===== config.mk =====
export PLATFORM = sky130hd
export DESIGN_NAME = sdfc_ctrl
export DESIGN_NICKNAME = d
export VERILOG_FILES = /design/src/rtl/sdfc_pkg.sv /design/src/rtl/sdfc_ctrl.sv
export SDC_FILE = /design/constraint.sdc
export NUM_CORES = 1
export LEC_CHECK = 0
export BUFFER_PORTS_ARGS = -buffer_cell sky130_fd_sc_hd__buf_2
export CAP_MARGIN = 5
export CORE_AREA = 2 2 39 41
export DETAILED_ROUTE_END_ITERATION = 6
export DIE_AREA = 0 0 41 43
export GPL_TIMING_DRIVEN = 1
export PLACE_DENSITY_LB_ADDON = 0.12
export SLEW_MARGIN = 20
export SYNTH_ARGS = -nofsm -noshare
export SYNTH_HDL_FRONTEND = slang
export SYNTH_SLANG_ARGS = --single-unit
export TNS_END_PERCENT = 50

===== constraint.sdc =====
create_clock -name clock -period 1.29 [get_ports clock]
set_clock_uncertainty 0.15 [all_clocks]
set_input_delay 0 -clock clock [delete_from_list [all_inputs] [get_ports clock]]
set_output_delay 0 -clock clock [all_outputs]
set_load 0.01 [all_outputs]

===== src/rtl/sdfc_pkg.sv =====
// ----------------------------------------------------------------------------
// SDF channel package
// Shared widths, register indexes, status codes, handshake structs and the
// small helper functions of the synchronous-dataflow channel buffer.
// ----------------------------------------------------------------------------
package sdfc_pkg;

   localparam int MAX_DEPTH = 256;
   localparam int TOKEN_W   = 32;
   localparam int DEPTH_W   = $clog2(MAX_DEPTH + 1);
   localparam int PTR_W     = $clog2(MAX_DEPTH);
   localparam int RATE_W    = 9;
   localparam int CSR_IDX_W = 3;
   localparam int CSR_DATA_W = 9;
   localparam int STATUS_W  = 2;

   localparam logic [CSR_IDX_W-1:0] CSR_DEPTH   = 3'd0;
   localparam logic [CSR_IDX_W-1:0] CSR_PRODUCE = 3'd1;
   localparam logic [CSR_IDX_W-1:0] CSR_CONSUME = 3'd2;
   localparam logic [CSR_IDX_W-1:0] CSR_DELAY   = 3'd3;
   localparam logic [CSR_IDX_W-1:0] CSR_RING    = 3'd4;

   localparam logic [STATUS_W-1:0] STATUS_OK        = 2'd0;
   localparam logic [STATUS_W-1:0] STATUS_NO_SPACE  = 2'd1;
   localparam logic [STATUS_W-1:0] STATUS_NO_TOKENS = 2'd2;

   localparam logic KIND_WRITE = 1'b0;
   localparam logic KIND_READ  = 1'b1;

   typedef struct packed {
      logic accept;
      logic div_start;
      logic div_commit;
      logic exec;
      logic resp_load;
   } ctrl_cmd_type;

   typedef struct packed {
      logic norm_needed;
      logic div_done;
   } dp_status_type;

   function automatic logic [DEPTH_W-1:0] eff_depth(input logic [CSR_DATA_W-1:0] raw);
      logic [DEPTH_W-1:0] res;
      if (raw == '0) begin
         res = DEPTH_W'(1);
      end else if (raw > CSR_DATA_W'(MAX_DEPTH)) begin
         res = DEPTH_W'(MAX_DEPTH);
      end else begin
         res = DEPTH_W'(raw);
      end
      return res;
   endfunction

   function automatic logic [RATE_W-1:0] eff_rate(input logic [RATE_W-1:0] raw);
      return (raw == '0) ? RATE_W'(1) : raw;
   endfunction

   function automatic logic [PTR_W-1:0] advance(input logic [PTR_W-1:0] pos,
                                                input logic [DEPTH_W-1:0] depth);
      logic [DEPTH_W-1:0] nxt;
      nxt = DEPTH_W'(pos) + DEPTH_W'(1);
      return (nxt == depth) ? '0 : nxt[PTR_W-1:0];
   endfunction

endpackage


===== src/rtl/sdfc_ctrl.sv =====
// ----------------------------------------------------------------------------
// SDF channel controller
// Sequences one request at a time through pointer normalization, execution
// and the result register handshake.
// ----------------------------------------------------------------------------
module sdfc_ctrl
   import sdfc_pkg::*;
(
   input  logic          clock,
   input  logic          reset,
   input  logic          req_valid,
   output logic          req_stall,
   output logic          rsp_valid,
   input  logic          rsp_stall,
   input  dp_status_type sts,
   output ctrl_cmd_type  cmd
);

   localparam logic [1:0] ST_IDLE = 2'd0;
   localparam logic [1:0] ST_NORM = 2'd1;
   localparam logic [1:0] ST_DIV  = 2'd2;
   localparam logic [1:0] ST_RESP = 2'd3;

   logic [1:0] state_ff, state_in;
   logic       rsp_valid_ff, rsp_valid_in;
   logic       out_free;

   always_comb begin
      state_in     = state_ff;
      cmd          = '0;
      out_free     = !rsp_valid_ff || !rsp_stall;
      rsp_valid_in = rsp_valid_ff && rsp_stall;
      unique case (state_ff)
         ST_IDLE: begin
            if (req_valid) begin
               cmd.accept = 1'b1;
               state_in   = ST_NORM;
            end
         end
         ST_NORM: begin
            if (sts.norm_needed) begin
               cmd.div_start = 1'b1;
               state_in      = ST_DIV;
            end else begin
               cmd.exec = 1'b1;
               state_in = ST_RESP;
            end
         end
         ST_DIV: begin
            if (sts.div_done) begin
               cmd.div_commit = 1'b1;
               state_in       = ST_NORM;
            end
         end
         ST_RESP: begin
            if (out_free) begin
               cmd.resp_load = 1'b1;
               rsp_valid_in  = 1'b1;
               state_in      = ST_IDLE;
            end
         end
         default: state_in = ST_IDLE;
      endcase
   end

   always_ff @(posedge clock) begin
      if (reset) begin
         state_ff     <= ST_IDLE;
         rsp_valid_ff <= 1'b0;
      end else begin
         state_ff     <= state_in;
         rsp_valid_ff <= rsp_valid_in;
      end
   end

   assign req_stall = state_ff != ST_IDLE;
   assign rsp_valid = rsp_valid_ff;

endmodule


---- Word level (Yosys, flattened, before mapping) ----
Index checks and enable logic that the tools add are counted.
operators by class
  equality and inequality tests ........... 6
  muxes and demuxes ....................... 17
  reduce and logical (&&, ||, !) cells .... 7
operator list
  kind                                            number
  2-to-1 mux 1 bit                                13
  case mux 2 bit (4 select lines)                 1
  2-to-1 mux 2 bit                                3
  inequality test 2 bit (second input constant)   3
  == test 2 bit (second input constant)           2
  AND reduction 3 bit                             1
  == test 2 x 1 -> 1 bit (second input constant)  1
  zero test 1 bit                                 2
  zero test 2 bit                                 1
  nonzero test 2 bit                              1
  logical AND 1 bit                               1
  logical OR 1 bit                                1
storage, ports and cells
  flip-flop bits (word level) ............. 3
  output and inout port bits .............. 7
  input port bits ......................... 6

---- Logic depth before layout (Yosys ltp) ----
  depth in word-level cells ............... 4
  mapped depth ............................ 4
  gate-level depth less buffers ........... 3

---- Worst setup path after synthesis ----
No wires, ideal clock.
  path type ............................... register -> register
  from .................................... register state_ff[1]
  to ...................................... register state_ff[1]
  buffers on the path ..................... 1
  cell stages (with the launch flop) ...... 5
  slack ................................... 0.207 ns
  arrival ................................. 0.804 ns
  period minus slack after synthesis ...... 1.083 ns
  required time ........................... 1.010 ns
  cells stage by stage .................... dfxtp_1 buf_6 nand2_1 a21oi_1 nor3_1
on the way
  word-level cells in the longest chain between the ends .. 3
  elaborated cells between the ends (all ways) .. 9
  those cells by class .................... 6 x eq/ne; 1 x mux; 2 x reduce/logical
ends and longest elaborated chain
  what                                                     line             text
  from (decl)                                              sdfc_ctrl.sv:24  logic [1:0] state_ff, state_in;
  from (signal assigned)                                   sdfc_ctrl.sv:71  state_ff <= state_in;
  == test 2 bit / zero test 2 bit (equally long branches)  sdfc_ctrl.sv:33  unique case (state_ff)
  inequality test 2 bit (no line)                          -
  AND reduction 3 bit (no line)                            -
Several ways; a longest one is shown, not always the timed one.
A chain may end at the register's enable or synchronous reset.

==> results.yml <==
critical_path:
  cp-start-kind: "flop"
  path_class: "flop to output port"
  cp.arrival_ns: 1.03
  end_kind: "output port"
  worst_path_max_delay_cell: "dfxtp_4"
  worstPathRequired_ns: 1.14
  critPathMaxFanout: 9
  cp_cell_sequence: "nand2_1 > a21oi_1 > buf_2"
  max_stage_delay_ns: 0.38
sta:
  slew_headroom_pct: 86.7
  hold_viol: 0
  tightest_slew_ns: 0.199
  finalSetupViolCount: 0
  fmax_ghz: 0.849
  finalCritPeriodShare_pct: 91.3
  drv_slew: 0
  rsz0062_at_grt: "no"
  finalCriticalPeriod_ns: 1.18
  tns_ns: 0
power:
  p_seq_share_pct: 32.1
  p_clk_share_pct: 44.8
  pwr_density_cell_mw_per_mm2: 1170
  p_comb_share_pct: 23.1
  total_power_mw: 0.359
  p_sw_share_pct: 26.9
  ir_drop_uv: 395
  p_int_mw: 0.262
  p_leak_nw: 0.157
  p_sw_mw: 0.0966
drt:
  ant_nets: 0
  drt-pass1-iter-count: 4
  post-route-drc-count: 0
  avgRoutedWirePerCell_um: 8.11
  drt_iter0_markers: 4
  drt_wl_total_um: 462
  vias_per_cell: 3.70
  vias: 211
placed_design:
  port_buffers: 12
  routabilityCongestion: 0.677
  dp_hpwl_um: 349
  placed_area_um2: 241
global_route:
  first_global_vias: 198
  grt_start_max_net_pins: 10
  grt_pass1_wl_um: 834
  grt_antenna_before_repair: 0
  grt_overflow_total: 0
  grt_use_total_pct: 7.12
synth:
  ys_types: 12
  yosys.area.top_type: "dfxtp_1"
  synth_top_cell_area_share_pct: 34.8
  ys_ff_latch: 3
  syn_nets: 29
  synthCells: 23
  yosys_warnings: 0
  synthTopCellsByArea: "dfxtp_1 35%, a21oi_1 8.7%, a211oi_2 7.2%"
  syn_area_um2: 173
  ys_seq_area_share_pct: 34.8
  syn_area_per_cell_um2: 7.51
clock_network:
  clk_path_buf_depth: 2
  cts_num_sinks: 3
  post_cts_buffers: 0
  ctsRootBufferMaster: "clkbuf_4"
  clock_latency_ns: 0.23
  cts_tree: "done"
  cts_buffers: 3
  clkTransAtPathRegs_ns: 0.04
  htreeDepth: 1
final_layout:
  diodes: 0
  fin_area_um2: 308
  fill_cells: 161
  layout-drive-gt1-share_pct: 48.8
  synthToLayoutAreaGrowth_pct: 78.3
  fin_nets: 48
min_path:
  hp-class: "primary input to flop"
floorplan:
  start_util_pct: 12.5
  fp.dieArea_mm2: 0.00176
  die_y_um: 43
  die_x_um: 41
  core_area_mm2: 0.00138
  num_rows: 14
  io_pins: 13
job:
  drv_cap: 0
status:
  status: "completed"
## state kept, by name (all words and copies together), names as in the netlist
register,cells
state_ff,2
rsp_valid,1
## path summary, 6_finish.rpt
| kind | startpoint | to | slack, ns | cells after the start |
|---|---|---|---|---|
| setup / recovery | state_ff[1] | cmd[0] | 0.11 | 3 |
| hold / removal | req_valid | state_ff[0] | 0.02 | 4 |
| setup reg to reg | state_ff[1] | state_ff[0] | 0.29 | 2 |
| hold reg to reg | state_ff[0] | state_ff[0] | 0.32 | 1 |
## per-stage QoR
stage,utilization [%],hold WS [ns],setup WS (ns),std cells
5_1_grt,22.2,0.0545,0.00458,57
2_1_floorplan,-,-0.103,0.207,23
6_report,22.2,0.0240,0.113,57
4_1_cts,21.6,0.00944,0.0265,57
3_3_place_gp,17.5,0.0496,0.172,50
3_5_place_dp,17.5,0.0550,0.176,50
## critical path: cells and delay by family, from the launching register on
| family | cells | cell delay, ns |
|---|---|---|
| buffers and inverters | 1 | 0.16 |
| AOI/OAI and AO/OA | 1 | 0.17 |
| and+or+nand+nor | 1 | 0.08 |
| DFF | 1 | 0.38 |
## placed cells by master, fill, tap and decap left out, drive strengths merged
master	instances
buf	12
clkbuf	4
a211oi	1
a31oi	1
nor3b	1
inv	3
or2	1
o211a	1
dlygate4sd3	3
nor2	3
dfxtp	3
a21oi	3
nand2	3
nor3	2
## cell type report
| cell class | instances | area, µm² | area share [%] |
|---|---|---|---|
| inverter | 3 | 11.3 | 3.66 |
| tap | 16 | 20.0 | 6.50 |
| sequential | 3 | 65.1 | 21.1 |
| timing repair buffer | 15 | 90.1 | 29.3 |
| multi-input combinational | 16 | 95.1 | 30.9 |
| clock buffer | 4 | 26.3 | 8.54 |
## logic make-up (layout without fill, tap and decap cells)
group           after synthesis  count (layout)  share of synthesized area [%]
simple gates                 10              10                           26.8
flops                         3               3                           34.8
compound gates                6               6                           25.4
buf+inv                       4              22                           13.0
## synth_stat cells (all sizes together)
| cell type | number |
|---|---|
| a21oi | 3 |
| dfxtp | 3 |
| inv | 3 |
| nand2 | 3 |
| nor2 | 3 |
| nor3 | 2 |
| a211oi | 1 |
| a31oi | 1 |
| buf | 1 |
| nor3b | 1 |
| o211a | 1 |
| or2 | 1 |
## power groups by stage
stage / Sequential, mW / Combinational [mW] / Clock, mW
detailed placement: 0.115 / 0.0718 / 0
global route: 0.118 / 0.0945 / 0.182
CTS: 0.115 / 0.0790 / 0.171
global placement: 0.116 / 0.0717 / 0
finish: 0.115 / 0.0828 / 0.161
floorplan: 0.109 / 0.0516 / 0
## routing by layer
| layer | up-vias | wire length (µm) | GRT usage, % |
|---|---|---|---|
| li1 | 114 | - | - |
| met2 | 12 | 164 | 8.13 |
| met4 | 0 | 0 | 4.00 |
| met1 | 85 | 235 | 9.62 |
| met5 | - | 0 | 0 |
| met3 | 0 | 63 | 4.71 |
## what timing repair did
| item | in CTS | in global routing |
|---|---|---|
| setup endpoints to repair | 1 | 4 |
| pin swaps | 0 | 0 |
| hold buffers | 3 | 0 |
| gates resized for setup | 1 | 4 |
| endpoints found under the hold margin | 3 | 0 |
No activity file was read; power rests on OpenSTA's default activity.
